===== config.mk =====
export PLATFORM = sky130hd
export DESIGN_NAME = byte_vm_instruction_execute_core
export DESIGN_NICKNAME = d
export VERILOG_FILES = /design/src/bvm_pkg.sv /design/src/bvm_regfile.sv /design/src/bvm_alu_unit.sv /design/src/byte_vm_instruction_execute_core.sv
export SDC_FILE = /design/constraint.sdc
export NUM_CORES = 1
export LEC_CHECK = 0
export ABC_CLOCK_PERIOD_IN_PS = 9700
export BUFFER_PORTS_ARGS = -buffer_cell sky130_fd_sc_hd__buf_2
export CAP_MARGIN = 20
export CORE_UTILIZATION = 38
export DETAILED_ROUTE_END_ITERATION = 12
export PLACE_DENSITY = 0.66
export SETUP_SLACK_MARGIN = 0.05
export SYNTH_ARGS = -nofsm -noshare
export SYNTH_HDL_FRONTEND = slang
export SYNTH_HIERARCHICAL = 1
export SYNTH_SLANG_ARGS = --single-unit
export TNS_END_PERCENT = 5

===== constraint.sdc =====
create_clock -name clk -period 9.7 [get_ports clk]
set_input_delay 0.485 -clock clk [delete_from_list [all_inputs] [get_ports clk]]
set_output_delay 0.485 -clock clk [all_outputs]
set_load 0.02 [all_outputs]

===== src/bvm_pkg.sv =====
// bvm_pkg: shared types, opcodes, status codes and constants of the byte vm core
// used by bvm_regfile, bvm_alu_unit and byte_vm_instruction_execute_core
package bvm_pkg;

  localparam int REG_COUNT_DEF = 4;
  localparam int STEP_BYTES = 3;
  localparam int UNIT_STEPS = 8;
  localparam int UNIT_CNT_W = $clog2(UNIT_STEPS);

  localparam logic [7:0] OP_LIMIT        = 8'd14;
  localparam logic [7:0] UNKNOWN_REG     = 8'd255;
  localparam logic [7:0] CODE_LENGTH_RST = 8'd54;

  // opcodes
  localparam logic [7:0] OP_ADD  = 8'd0;
  localparam logic [7:0] OP_SUB  = 8'd1;
  localparam logic [7:0] OP_MUL  = 8'd2;
  localparam logic [7:0] OP_DIV  = 8'd3;
  localparam logic [7:0] OP_MOD  = 8'd4;
  localparam logic [7:0] OP_STOP = 8'd5;
  localparam logic [7:0] OP_LDI  = 8'd6;
  localparam logic [7:0] OP_ADDI = 8'd7;
  localparam logic [7:0] OP_SUBI = 8'd8;
  localparam logic [7:0] OP_INC  = 8'd9;
  localparam logic [7:0] OP_DEC  = 8'd10;
  localparam logic [7:0] OP_JMP  = 8'd11;
  localparam logic [7:0] OP_CMP  = 8'd12;
  localparam logic [7:0] OP_JEQ  = 8'd13;

  // status codes
  localparam logic [2:0] ST_OK       = 3'd0;
  localparam logic [2:0] ST_STOP     = 3'd1;
  localparam logic [2:0] ST_BAD_OP   = 3'd2;
  localparam logic [2:0] ST_BAD_REG  = 3'd3;
  localparam logic [2:0] ST_DIV_ZERO = 3'd4;
  localparam logic [2:0] ST_END      = 3'd5;
  localparam logic [2:0] ST_HALTED   = 3'd6;

  // compare codes
  localparam logic [1:0] FLAG_POS   = 2'd0;
  localparam logic [1:0] FLAG_EQUAL = 2'd1;
  localparam logic [1:0] FLAG_NEG   = 2'd2;

  // address width of a register file with n entries, at least one bit
  function automatic int reg_idx_w(input int n);
    return (n > 1) ? $clog2(n) : 1;
  endfunction

  typedef enum logic [2:0] {
    S_IDLE,
    S_CHECK,
    S_RDA,
    S_RDB,
    S_EXEC,
    S_DONE
  } bvm_state_t;

  typedef enum logic [1:0] {
    UOP_ADD,
    UOP_SUB,
    UOP_MUL,
    UOP_DIV
  } bvm_uop_t;

  typedef struct packed {
    logic [7:0] opcode;
    logic [7:0] first_operand;
    logic [7:0] second_operand;
  } bvm_in_t;

  typedef struct packed {
    logic signed [16:0] value;
    logic [8:0]         next_pointer;
    logic [1:0]         flags;
    logic [2:0]         status;
  } bvm_out_t;

  typedef struct packed {
    logic       start;
    bvm_uop_t   uop;
    logic [7:0] x;
    logic [7:0] y;
  } bvm_unit_cmd_t;

  typedef struct packed {
    logic               done;
    logic signed [16:0] value;
    logic [7:0]         rem;
  } bvm_unit_res_t;

endpackage


===== src/bvm_regfile.sv =====
// bvm_regfile: general register file, one write port and one registered read port
// depends on bvm_pkg; entries never written read as zero through per-entry valid bits
module bvm_regfile import bvm_pkg::*; #(
  parameter int REG_COUNT = REG_COUNT_DEF
) (
  input  logic                              clk,
  input  logic                              rst_n,
  input  logic [reg_idx_w(REG_COUNT)-1:0]   rd_addr,
  output logic [7:0]                        rd_data,
  input  logic                              wr_en,
  input  logic [reg_idx_w(REG_COUNT)-1:0]   wr_addr,
  input  logic [7:0]                        wr_data
);

  localparam int RIDX_W = reg_idx_w(REG_COUNT);
  localparam logic [RIDX_W:0] DEPTH = (RIDX_W + 1)'(REG_COUNT);

  logic [7:0]           mem [REG_COUNT];
  logic [REG_COUNT-1:0] valid_r;
  logic [7:0]           rd_data_r;
  logic                 rd_hit;

  assign rd_hit  = ({1'b0, rd_addr} < DEPTH) && valid_r[rd_addr];
  assign rd_data = rd_data_r;

  always_ff @(posedge clk) begin
    if (!rst_n) begin
      valid_r <= '0;
    end else if (wr_en) begin
      valid_r[wr_addr] <= 1'b1;
    end
  end

  always_ff @(posedge clk) begin
    if (wr_en) begin
      mem[wr_addr] <= wr_data;
    end
    rd_data_r <= rd_hit ? mem[rd_addr] : 8'd0;
  end

endmodule


===== src/bvm_alu_unit.sv =====
// bvm_alu_unit: shared arithmetic unit, registered add/sub, 8-step shift-add
// multiply and restoring divide; depends on bvm_pkg
module bvm_alu_unit import bvm_pkg::*; (
  input  logic          clk,
  input  logic          rst_n,
  input  bvm_unit_cmd_t cmd,
  output bvm_unit_res_t res
);

  logic                  busy_r;
  logic                  done_r;
  logic [UNIT_CNT_W-1:0] cnt_r;
  bvm_uop_t              uop_r;
  logic [7:0]            y_r;
  logic [15:0]           acc_r;
  logic [15:0]           mcand_r;
  logic [7:0]            q_r;
  logic [7:0]            rem_r;
  logic signed [16:0]    value_r;

  logic [8:0]  sum9;
  logic [8:0]  diff9;
  logic [15:0] acc_nxt;
  logic [8:0]  rem_sh;
  logic [9:0]  trial;
  logic        fits;
  logic [7:0]  rem_nxt;
  logic [7:0]  q_nxt;
  logic        last_step;

  always_comb begin
    sum9    = {1'b0, cmd.x} + {1'b0, cmd.y};
    diff9   = {1'b0, cmd.x} - {1'b0, cmd.y};
    acc_nxt = q_r[0] ? (acc_r + mcand_r) : acc_r;
    // restoring divide step: shift in next dividend bit, try subtract
    rem_sh  = {rem_r, q_r[7]};
    trial   = {1'b0, rem_sh} - {2'b00, y_r};
    fits    = !trial[9];
    rem_nxt = fits ? trial[7:0] : rem_sh[7:0];
    q_nxt   = (uop_r == UOP_MUL) ? {1'b0, q_r[7:1]} : {q_r[6:0], fits};
    last_step = (cnt_r == UNIT_CNT_W'(UNIT_STEPS - 1));
  end

  always_ff @(posedge clk) begin
    if (!rst_n) begin
      busy_r <= 1'b0;
      done_r <= 1'b0;
      cnt_r  <= '0;
    end else begin
      done_r <= 1'b0;
      if (cmd.start) begin
        cnt_r <= '0;
        if (cmd.uop == UOP_MUL || cmd.uop == UOP_DIV) begin
          busy_r <= 1'b1;
        end else begin
          done_r <= 1'b1;
        end
      end else if (busy_r) begin
        cnt_r <= cnt_r + 1'b1;
        if (last_step) begin
          busy_r <= 1'b0;
          done_r <= 1'b1;
        end
      end
    end
  end

  always_ff @(posedge clk) begin
    if (cmd.start) begin
      uop_r <= cmd.uop;
      y_r   <= cmd.y;
      unique case (cmd.uop)
        UOP_ADD: value_r <= {8'd0, sum9};
        UOP_SUB: value_r <= {{8{diff9[8]}}, diff9};
        UOP_MUL: begin
          acc_r   <= '0;
          mcand_r <= {8'd0, cmd.y};
          q_r     <= cmd.x;
        end
        UOP_DIV: begin
          rem_r <= '0;
          q_r   <= cmd.x;
        end
        default: value_r <= value_r;
      endcase
    end else if (busy_r) begin
      q_r <= q_nxt;
      if (uop_r == UOP_MUL) begin
        acc_r   <= acc_nxt;
        mcand_r <= {mcand_r[14:0], 1'b0};
        if (last_step) begin
          value_r <= {1'b0, acc_nxt};
        end
      end else begin
        rem_r <= rem_nxt;
        if (last_step) begin
          value_r <= {9'd0, q_nxt};
        end
      end
    end
  end

  assign res.done  = done_r;
  assign res.value = value_r;
  assign res.rem   = rem_r;

endmodule


===== src/byte_vm_instruction_execute_core.sv =====
// byte_vm_instruction_execute_core: executes one three-byte instruction per transaction
// depends on bvm_pkg, bvm_regfile and bvm_alu_unit
//
//   port group | dir | handshake             | payload
//   in_*       | in  | in_valid / in_ready   | in_data  (bvm_in_t)
//   out_*      | out | out_valid / out_ready | out_data (bvm_out_t)
//   cfg_*      | in  | cfg_valid / cfg_ready | cfg_data (code length, 8 bits)
//
// an instruction runs S_CHECK then S_DONE for jump, load, stop and the halting or
// divide-by-zero cases, S_CHECK, S_EXEC, S_DONE for add/sub, adds S_RDA for register
// ops and S_RDA, S_RDB for compare; mul/div/mod wait in S_EXEC on the 8-step iterative
// multiply/divide in bvm_alu_unit, which sets the longest path. in_ready rises with
// out_valid, so a new transaction can be taken once the result is registered; a result
// waits in the output register and only a full output register holds the sequencer.
// reset is synchronous and active low; cfg_ready is always high.
module byte_vm_instruction_execute_core import bvm_pkg::*; #(
  parameter int REG_COUNT = REG_COUNT_DEF
) (
  input  logic       clk,
  input  logic       rst_n,
  input  logic       in_valid,
  output logic       in_ready,
  input  bvm_in_t    in_data,
  output logic       out_valid,
  input  logic       out_ready,
  output bvm_out_t   out_data,
  input  logic       cfg_valid,
  output logic       cfg_ready,
  input  logic [7:0] cfg_data
);

  localparam int RIDX_W = (REG_COUNT > 1) ? $clog2(REG_COUNT) : 1;
  localparam logic [7:0] REG_LIMIT = 8'(REG_COUNT);

  bvm_state_t         state_r, state_nxt;
  logic [7:0]         op_r, op_nxt;
  logic [7:0]         a_r, a_nxt;
  logic [7:0]         b_r, b_nxt;
  logic [7:0]         ra_r, ra_nxt;
  logic [8:0]         ip_r, ip_nxt;
  logic [1:0]         flags_r, flags_nxt;
  logic               halted_r, halted_nxt;
  logic [7:0]         code_len_r;
  logic signed [16:0] val_r, val_nxt;
  logic [2:0]         status_r, status_nxt;
  logic               out_valid_r, out_valid_nxt;
  bvm_out_t           out_data_r, out_data_nxt;

  logic [RIDX_W-1:0]  rf_rd_addr;
  logic [7:0]         rf_rd_data;
  logic               rf_wr_en;
  logic [7:0]         rf_wr_data;
  bvm_unit_cmd_t      unit_cmd;
  bvm_unit_res_t      unit_res;

  logic               a_bad;
  logic               b_bad;
  logic [7:0]         ra_eff;
  logic [7:0]         rb_eff;
  logic [1:0]         cmp_code;

  bvm_regfile #(
    .REG_COUNT(REG_COUNT)
  ) u_regfile (
    .clk     (clk),
    .rst_n   (rst_n),
    .rd_addr (rf_rd_addr),
    .rd_data (rf_rd_data),
    .wr_en   (rf_wr_en),
    .wr_addr (a_r[RIDX_W-1:0]),
    .wr_data (rf_wr_data)
  );

  bvm_alu_unit u_alu (
    .clk   (clk),
    .rst_n (rst_n),
    .cmd   (unit_cmd),
    .res   (unit_res)
  );

  assign in_ready  = (state_r == S_IDLE);
  assign cfg_ready = 1'b1;
  assign out_valid = out_valid_r;
  assign out_data  = out_data_r;

  always_comb begin
    a_bad  = (a_r >= REG_LIMIT);
    b_bad  = (b_r >= REG_LIMIT);
    // unknown registers read as 255 in compare
    ra_eff = a_bad ? UNKNOWN_REG : rf_rd_data;
    rb_eff = b_bad ? UNKNOWN_REG : rf_rd_data;
    if (unit_res.value == 17'sd0) begin
      cmp_code = FLAG_EQUAL;
    end else if (unit_res.value[16]) begin
      cmp_code = FLAG_NEG;
    end else begin
      cmp_code = FLAG_POS;
    end
  end

  always_comb begin
    state_nxt     = state_r;
    op_nxt        = op_r;
    a_nxt         = a_r;
    b_nxt         = b_r;
    ra_nxt        = ra_r;
    ip_nxt        = ip_r;
    flags_nxt     = flags_r;
    halted_nxt    = halted_r;
    val_nxt       = val_r;
    status_nxt    = status_r;
    out_valid_nxt = out_valid_r;
    out_data_nxt  = out_data_r;
    rf_rd_addr    = a_r[RIDX_W-1:0];
    rf_wr_en      = 1'b0;
    rf_wr_data    = b_r;
    unit_cmd      = '{start: 1'b0, uop: UOP_ADD, x: a_r, y: b_r};

    if (out_valid_r && out_ready) begin
      out_valid_nxt = 1'b0;
    end

    unique case (state_r)
      S_IDLE: begin
        if (in_valid) begin
          op_nxt    = in_data.opcode;
          a_nxt     = in_data.first_operand;
          b_nxt     = in_data.second_operand;
          state_nxt = S_CHECK;
        end
      end

      S_CHECK: begin
        val_nxt    = 17'sd0;
        status_nxt = ST_OK;
        state_nxt  = S_DONE;
        if (halted_r) begin
          status_nxt = ST_HALTED;
        end else if (ip_r >= {1'b0, code_len_r}) begin
          halted_nxt = 1'b1;
          status_nxt = ST_END;
        end else begin
          ip_nxt = ip_r + 9'(STEP_BYTES);
          if (op_r >= OP_LIMIT) begin
            halted_nxt = 1'b1;
            status_nxt = ST_BAD_OP;
          end else if (op_r >= OP_LDI && op_r <= OP_DEC && a_bad) begin
            halted_nxt = 1'b1;
            status_nxt = ST_BAD_REG;
          end else begin
            unique case (op_r)
              OP_ADD: begin
                unit_cmd.start = 1'b1;
                unit_cmd.uop   = UOP_ADD;
                state_nxt      = S_EXEC;
              end
              OP_SUB: begin
                unit_cmd.start = 1'b1;
                unit_cmd.uop   = UOP_SUB;
                state_nxt      = S_EXEC;
              end
              OP_MUL: begin
                unit_cmd.start = 1'b1;
                unit_cmd.uop   = UOP_MUL;
                state_nxt      = S_EXEC;
              end
              OP_DIV, OP_MOD: begin
                if (b_r == 8'd0) begin
                  status_nxt = ST_DIV_ZERO;
                end else begin
                  unit_cmd.start = 1'b1;
                  unit_cmd.uop   = UOP_DIV;
                  state_nxt      = S_EXEC;
                end
              end
              OP_STOP: begin
                val_nxt    = {9'd0, a_r};
                halted_nxt = 1'b1;
                status_nxt = ST_STOP;
              end
              OP_LDI: begin
                rf_wr_en = 1'b1;
                val_nxt  = {9'd0, b_r};
              end
              OP_ADDI, OP_SUBI, OP_INC, OP_DEC, OP_CMP: begin
                // register value arrives from the read port next cycle
                state_nxt = S_RDA;
              end
              OP_JMP: begin
                ip_nxt  = {1'b0, a_r};
                val_nxt = {9'd0, a_r};
              end
              OP_JEQ: begin
                if (flags_r == FLAG_EQUAL) begin
                  ip_nxt  = {1'b0, a_r};
                  val_nxt = {9'd0, a_r};
                end else begin
                  val_nxt = {9'd0, UNKNOWN_REG};
                end
              end
              default: begin
                status_nxt = ST_BAD_OP;
              end
            endcase
          end
        end
      end

      S_RDA: begin
        if (op_r == OP_CMP) begin
          ra_nxt     = ra_eff;
          rf_rd_addr = b_r[RIDX_W-1:0];
          state_nxt  = S_RDB;
        end else begin
          unit_cmd.start = 1'b1;
          unit_cmd.uop   = (op_r == OP_ADDI || op_r == OP_INC) ? UOP_ADD : UOP_SUB;
          unit_cmd.x     = rf_rd_data;
          unit_cmd.y     = (op_r == OP_ADDI || op_r == OP_SUBI) ? b_r : 8'd1;
          state_nxt      = S_EXEC;
        end
      end

      S_RDB: begin
        unit_cmd.start = 1'b1;
        unit_cmd.uop   = UOP_SUB;
        unit_cmd.x     = ra_r;
        unit_cmd.y     = rb_eff;
        state_nxt      = S_EXEC;
      end

      S_EXEC: begin
        if (unit_res.done) begin
          state_nxt = S_DONE;
          unique case (op_r)
            OP_ADD, OP_SUB, OP_MUL, OP_DIV: begin
              val_nxt = unit_res.value;
            end
            OP_MOD: begin
              val_nxt = {9'd0, unit_res.rem};
            end
            OP_ADDI, OP_SUBI, OP_INC, OP_DEC: begin
              // register ops wrap to 8 bits
              rf_wr_en   = 1'b1;
              rf_wr_data = unit_res.value[7:0];
              val_nxt    = {9'd0, unit_res.value[7:0]};
            end
            OP_CMP: begin
              flags_nxt = cmp_code;
              val_nxt   = {15'd0, cmp_code};
            end
            default: begin
              val_nxt = val_r;
            end
          endcase
        end
      end

      S_DONE: begin
        if (!out_valid_r || out_ready) begin
          out_valid_nxt = 1'b1;
          out_data_nxt  = '{value: val_r, next_pointer: ip_r, flags: flags_r,
                            status: status_r};
          state_nxt     = S_IDLE;
        end
      end

      default: begin
        state_nxt = S_IDLE;
      end
    endcase
  end

  always_ff @(posedge clk) begin
    if (!rst_n) begin
      state_r     <= S_IDLE;
      ip_r        <= '0;
      flags_r     <= FLAG_POS;
      halted_r    <= 1'b0;
      code_len_r  <= CODE_LENGTH_RST;
      out_valid_r <= 1'b0;
    end else begin
      state_r     <= state_nxt;
      ip_r        <= ip_nxt;
      flags_r     <= flags_nxt;
      halted_r    <= halted_nxt;
      out_valid_r <= out_valid_nxt;
      if (cfg_valid && cfg_ready) begin
        code_len_r <= cfg_data;
      end
    end
  end

  always_ff @(posedge clk) begin
    op_r       <= op_nxt;
    a_r        <= a_nxt;
    b_r        <= b_nxt;
    ra_r       <= ra_nxt;
    val_r      <= val_nxt;
    status_r   <= status_nxt;
    out_data_r <= out_data_nxt;
  end

`ifndef SYNTHESIS
  // once halted the machine stays halted until reset
  a_halt_sticky: assert property (@(posedge clk) disable iff (!rst_n)
    halted_r |=> halted_r)
    else $error("halted mark cleared without reset");

  // the shared unit only reports completion while the sequencer waits for it
  a_unit_done_exec: assert property (@(posedge clk) disable iff (!rst_n)
    unit_res.done |-> (state_r == S_EXEC))
    else $error("arithmetic unit done outside execute state");

  // pointer stays within jump targets or one step past the code length
  a_ip_range: assert property (@(posedge clk) disable iff (!rst_n)
    ip_r <= 9'd258)
    else $error("instruction pointer out of range");

  // an accepted transaction leaves idle and the input side closes
  a_accept_leaves_idle: assert property (@(posedge clk) disable iff (!rst_n)
    (in_valid && in_ready) |=> (state_r == S_CHECK && !in_ready))
    else $error("sequencer did not start on accepted transaction");
`endif

endmodule


==> run metrics, run 1 <==
top cells by area, synth edfxtp_1 48%, dfxtp_1 6.9%, ha_1 5.3%; Clk Latency, worst-skew pair 530 ps; CP endpoint kind flip-flop; syn nets 1114; # IOs 71; Final GP Congestion 0.9004; most frequent cell after synthesis edfxtp_1; routed vias 8259; Worst Setup SP op_r[1]$_DFFE_PP_; Seq/Total Area, Yosys 54.86%; Starting Density 38.79%; Synth Instances 1023; final slew viol count 0; Crit Path Category flip-flop to flip-flop; CTS max path bufs 3; Reg area 0.006526 mm²; Crit path largest cell delay 750 ps; Multi-input gate area 0.005002 mm²; average footprint of a synthesized cell 11.63 µm²; post-route setup TNS 0 ps; Slew headroom 35.28%; DRC violations left 0; H-tree depth 1; Overall Global Routing Usage 18.08%; PwrDens 170.6 mW/mm²; cell taking the most area after synthesis edfxtp_1; Lkg Pwr 0.004983 µW; Worst R2R Start op_r[1]$_DFFE_PP_; vias in the first global route 8030; share of cells above drive strength 1 17.00%; most used cell, CP o21ai_0; root buffer cell clkbuf_16; CTS hold repair buffers 0; routed vias/inst 5.499; Die Wd 178.9 µm; Synth Flop Type edfxtp_1; Detailed Route Iter0 Violations 521; Hold Vio Cnt, Final 0; CP Max Fanout 21; CP delay by family, top simple AND/OR/NAND/NOR gates; Synth cell types 90; placed wire-length estimate 20.34 mm; synth warn 6; Die H 178.9 µm; Sink Count 231; DR WL/cell 18.87 µm; worst min path class input pin to flip-flop; # resized after CTS 0; first-pass iteration count of the detailed router 5; remaining antenna violation count 0; top-area cell type share of the netlist area 47.96%; GRT Residual Overflow 0; clock-pin slew on the worst setup and hold paths 60 ps; Critical Path RT 9940 ps; PnR Total Power 2307 µW; Die ar. 0.03202 mm²; Crit path buffers/inverters 1; initial antenna violation count 0; critical path cell sequence nor3b_1 -> nand2_1 -> nor2_1 -> a22oi_1 -> o21ai_0 -> inv_1 -> fa_1 -> nor2b_1 -> o21ai_0 -> nand2b_1 -> a21o_1 -> a2111oi_2 -> nor3_2 -> o311ai_2; Post-Route WL 28.35 mm; synthesized area 0.01190 mm²; top post-synthesis cells by count 190 x edfxtp_1, 82 x nand2_1, 80 x nor2_1; fin crit share 51.85%; fillcell total 2874; crit path max-delay cell type nor2_1; WP data arrival 5270 ps; core footprint 0.03067 mm²; cts bufs inserted 25; pin count of the biggest net entering global routing 66; Tightest Pin Transition 963.4 ps; Peak VDD IR 111.0 µV; Post-CTS Setup Inserts 0; clock period minus worst slack 5029 ps; status completed; antenna cells 0; f_max 0.1988 GHz; Synth Register Bits 231; Design Area, Final 0.01352 mm²; RSZ-0062 raised after global routing no; Layout area overhead 13.68%; CTS tree yes; HP Start in_data[3]; Final setup viols 0; DP Area 0.01264 mm²; fraction of registers with async set or reset after synthesis 0%; first-pass GRT wire length 44.69 mm; max_cap viols 0; Total Nets Final 1178; num rows 64; type of element launching the critical path flip-flop; Post-synth EDFFs 190; Setup Skew 15.64 ps; PortBufs 69
## sequential cells by signal, summed over array words and instances, names as in the netlist, 9 cells and up
| register | cells |
|---|---|
| out_data | 31 |
| u_alu/acc_r | 16 |
| u_alu/mcand_r | 16 |
| u_alu/value_r | 17 |
| u_regfile/mem | 32 |
| ip_r | 9 |
| val_r | 17 |
## power breakdown
group | leakage (µW) | switching (µW) | total (µW) | internal (µW)
clock network | 0.000413 | 395 | 1010 | 617
registers | 0.00210 | 28.1 | 1130 | 1100
logic | 0.00247 | 106 | 168 | 61.8
## kinds of logic (layout without fill, tap and decap cells)
family / after synthesis / in the layout / share of synthesized area (%)
AO/OA/AOI/OAI: 260 / 260 / 15.20
other: 1 / 1 / 0.03152
AND/OR/NAND/NOR: 308 / 308 / 13.03
flip-flops: 231 / 231 / 54.86
XOR/XNOR: 19 / 19 / 1.399
multiplexers: 58 / 58 / 6.258
adder cells (fa/ha/maj): 54 / 54 / 5.932
buffers and inverters: 92 / 175 / 3.292
## stage by stage
step	util (%)	cells	hold WS, ps	setup slack (ps)
after floorplan	-	1023	400.3	3697
after global placement	41.21	1455	401.7	4843
after detailed placement	41.21	1455	404.5	4762
after CTS	44.07	1501	113.3	4715
after global routing	44.10	1502	108.0	4225
final	44.10	1502	130.9	4671
## area by class of cell
| cell class | instances | area share, % |
|---|---|---|
| Multi-Input combinational cell | 700 | 36.99 |
| Inverter | 46 | 1.277 |
| Clock inverter | 16 | 1.647 |
| Sequential cell | 231 | 48.26 |
| Timing Repair Buffer | 83 | 3.331 |
| Tap cell | 396 | 3.664 |
| Clock buffer | 30 | 4.839 |
## worst paths after layout
check / endpoint / depth (start not counted) / slack (ps)
worst min register to register: out_data[18]$_DFFE_PP_ / 0 / 420
worst max-delay path: u_alu/value_r[14]$_DFFE_PP_ / 14 / 4670
worst max register to register: u_alu/value_r[14]$_DFFE_PP_ / 14 / 4670
worst min-delay path: b_r[3]$_DFFE_PP_ / 1 / 130
## layout by cell type, fill, tap and decap left out, drive strengths merged, types with 5 or more instances in the layout
cell type,instances
edfxtp,190
nor3,22
a21o,9
or3,16
a22oi,24
nor3b,7
nor2,80
a31oi,9
and2,24
a21oi,53
a211oi,9
nand2,83
nor4,13
mux2,17
bufinv,5
mux2i,32
clkinv,6
xnor2,15
and3,5
o31ai,7
nand2b,12
mux4,9
o211ai,10
clkbuf,31
a221oi,11
nand3,8
a21boi,5
dfxtp,41
buf,82
o22ai,11
inv,47
o21ai,70
nor2b,21
ha,50
o21a,10
## layer usage
metal  part of all wire (%)  track usage (%)  routed length (µm)  vias up
li1                       -                -                   -     3993
met2                     46            28.76               12930      261
met4                    2.5            5.614                 704        0
met3                    5.7            2.375                1630       49
met1                     46            25.50               13090     3956
met5                      0                0                   0        -
Power figures use the tool's default switching activity.
==> run 2: changes to the inputs <==
--- a/config.mk
+++ b/config.mk
@@ -5,7 +5,7 @@
 export SDC_FILE = /design/constraint.sdc
 export NUM_CORES = 1
 export LEC_CHECK = 0
-export ABC_CLOCK_PERIOD_IN_PS = 9700
+export ABC_CLOCK_PERIOD_IN_PS = 4700
 export BUFFER_PORTS_ARGS = -buffer_cell sky130_fd_sc_hd__buf_2
 export CAP_MARGIN = 20
 export CORE_UTILIZATION = 38
==> constraint.sdc (replaced) <==
create_clock -name clk -period 4.7 [get_ports clk]
set_input_delay 0.235 -clock clk [delete_from_list [all_inputs] [get_ports clk]]
set_output_delay 0.235 -clock clk [all_outputs]
set_load 0.02 [all_outputs]
==> run metrics, run 2 (same netlist as run 1, synthesis figures left out) <==
Worst R2R Start ip_r[6]$_SDFFE_PN0P_; DP Worst Slack 436.2 ps (-4326 ps); vias in the first global route 8152 (+1.5%); WP data arrival 4650 ps (-620 ps); DR WL/cell 19.03 µm (+0.86%); Crit path buffers/inverters 0 (-1); Starting Density 38.79% (unchanged); CTS max path bufs 3 (unchanged); Final WS setup 283.6 ps (-4387 ps); status completed; DP Area 0.01276 mm² (+0.93%); Final setup viols 0 (unchanged); DRC violations left 0 (unchanged); Detailed Route Iter0 Violations 862 (+65%); share of cells above drive strength 1 18.06% (+1.1 points); root buffer cell clkbuf_16; routed metal-1 wire length 12.92 mm (-1.3%); first-pass iteration count of the detailed router 7 (+2); Die H 178.9 µm (unchanged); PortBufs 69 (unchanged); Tightest Pin Transition 1049 ps (+85.83 ps); placed wire-length estimate 20.81 mm (+2.3%); final slew viol count 0 (unchanged); routed vias 8628 (+4.5%); commonest non-fill, non-tap cells in the layout 190 x edfxtp_1, 82 x nand2_1, 80 x nor2_1; Die ar. 0.03202 mm² (unchanged); reg2reg setup slack 280 ps (-4390 ps); routed vias/inst 5.574 (+1.4%); post-route setup TNS 0 ps (unchanged); Slew headroom 30.05% (-5.2 points); # IOs 71 (unchanged); CP Max Fanout 9 (-57%); first-pass GRT wire length 45.73 mm (+2.3%); f_max 0.2264 GHz (+14%); Util after Layout 45.50% (+1.4 points); Lkg Pwr 0.005197 µW (+4.3%); Sink Count 231 (unchanged); initial antenna violation count 0 (unchanged); PwrDens 338.9 mW/mm² (+99%); num rows 64 (unchanged); max reg flops 32 (unchanged); HP Start cfg_valid; CP delay by family, top compound AO/OA/AOI/OAI gates; Crit Path Category flip-flop to flip-flop; type of element launching the critical path flip-flop; remaining antenna violation count 0 (unchanged); Total Nets Final 1224 (+3.9%); fillcell total 2725 (-5.2%); Overall Global Routing Usage 18.62% (+0.53 points); hold path cells 3 (+2); hold path endpoint code_len_r[1]$_SDFFE_PN1P_; core footprint 0.03067 mm² (unchanged); R2R depth 11 (-3); Peak VDD IR 233.2 µV (+110%); DR top layer met4; CTS tree yes; most common cell after layout, fill and taps aside edfxtp_1; crit path max-delay cell type a2111oi_1; wire length on met3 2.219 mm (+36%); Routed met2 length 13.64 mm (+5.5%); Setup Skew 24.23 ps (+8.590 ps); clock period minus worst slack 4416 ps (-612.8 ps); max_cap viols 0 (unchanged); Die Wd 178.9 µm (unchanged); RSZ-0062 raised after global routing yes; antenna cells 0 (unchanged); GRT Residual Overflow 0 (unchanged); Design Area, Final 0.01395 mm² (+3.2%); Worst R2R End u_alu/value_r[8]$_DFFE_PP_; Hold Vio Cnt, Final 0 (unchanged); CP endpoint kind flip-flop; H-tree depth 1 (unchanged); fin crit share 93.97% (+42 points); worst min path class input pin to flip-flop; Final GP Congestion 0.9368 (+4.0%); pin count of the biggest net entering global routing 71 (+7.6%); critical path cell sequence ha_1 -> a21o_1 -> a211o_1 -> a2111oi_1 -> nand4_1 -> a21oi_1 -> nand2b_1 -> or3_1 -> a2111oi_2 -> nor3_2 -> o211ai_1; cts bufs inserted 25 (unchanged); clock-pin slew on the worst setup and hold paths 70 ps (about the same); Clk Latency, worst-skew pair 550 ps (+20 ps); Biggest register u_regfile/mem; Critical Path RT 4940 ps (-5000 ps); Post-Route WL 29.47 mm (+3.9%); Crit path largest cell delay 750 ps (about the same); Layout area overhead 17.30%
-- run 2: cell count changes in the layout (fill, tap and decap cells not counted), moves of 2 or more --
cell           change
buf_4             +13
bufinv_16          -2
inv_6              +2
clkbuf_1           -3
clkinv_1           -3
dlygate4sd3_1     +32
clkinv_2           +6
-- run 2: worst min-delay path: stages --
cell and delay [ps]:
buf_2 190, nand2_1 80, o211ai_1 70
-- run 2: final cells by class --
class / count / area, µm² / share of cell area, %
inverter: 46 / 172.7 / 1.237
timing repair buffer: 129 / 908.4 / 6.509
sequential: 231 / 6526 / 46.77
clock buffer: 26 / 629.4 / 4.510
tap: 396 / 495.5 / 3.551
multi-input combinational: 700 / 5002 / 35.85
clock inverter: 20 / 220.2 / 1.578
-- run 2: worst max-delay path by stage --
stage | start | endpoint | slack, ps | depth (start not counted)
after global placement | ip_r[6]$_SDFFE_PN0P_ | u_alu/value_r[7]$_DFFE_PP_ | 500 | 12
after floorplan | op_r[1]$_DFFE_PP_ | u_alu/value_r[0]$_DFFE_PP_ | 140 | 8
after detailed placement | ip_r[6]$_SDFFE_PN0P_ | u_alu/value_r[8]$_DFFE_PP_ | 440 | 11
after CTS | ip_r[6]$_SDFFE_PN0P_ | u_alu/value_r[8]$_DFFE_PP_ | 400 | 11
after global routing | ip_r[6]$_SDFFE_PN0P_ | u_alu/value_r[7]$_DFFE_PP_ | 10 | 12
final | ip_r[6]$_SDFFE_PN0P_ | u_alu/value_r[8]$_DFFE_PP_ | 280 | 11
-- run 2: per-layer routing --
metal	vias to the layer above	track usage [%]
met2	307	29.94
met4	0	5.332
met5	-	0
met3	56	3.965
li1	4090	-
met1	4175	25.16
-- run 2: what timing repair did --
action	in CTS	in global routing
setup endpoints to repair	0	2
gates resized for setup	0	0
buffers inserted	0	0
hold buffers	32	0
endpoints found under the hold margin	32	0
-- run 2: stage by stage --
step	hold WS [ps]	cells	total power, µW
floorplan	333.9	1023	2587
global placement	402.1	1468	2715
detailed placement	404.5	1469	2723
CTS	63.60	1547	4773
global route	95.37	1548	4907
finish	81.93	1548	4730
-- run 2: where the power goes --
| part | total, µW | switching, µW | internal, µW |
|---|---|---|---|
| combinational | 402 | 246 | 156 |
| clock | 2020 | 853 | 1160 |
| sequential | 2310 | 44.5 | 2270 |
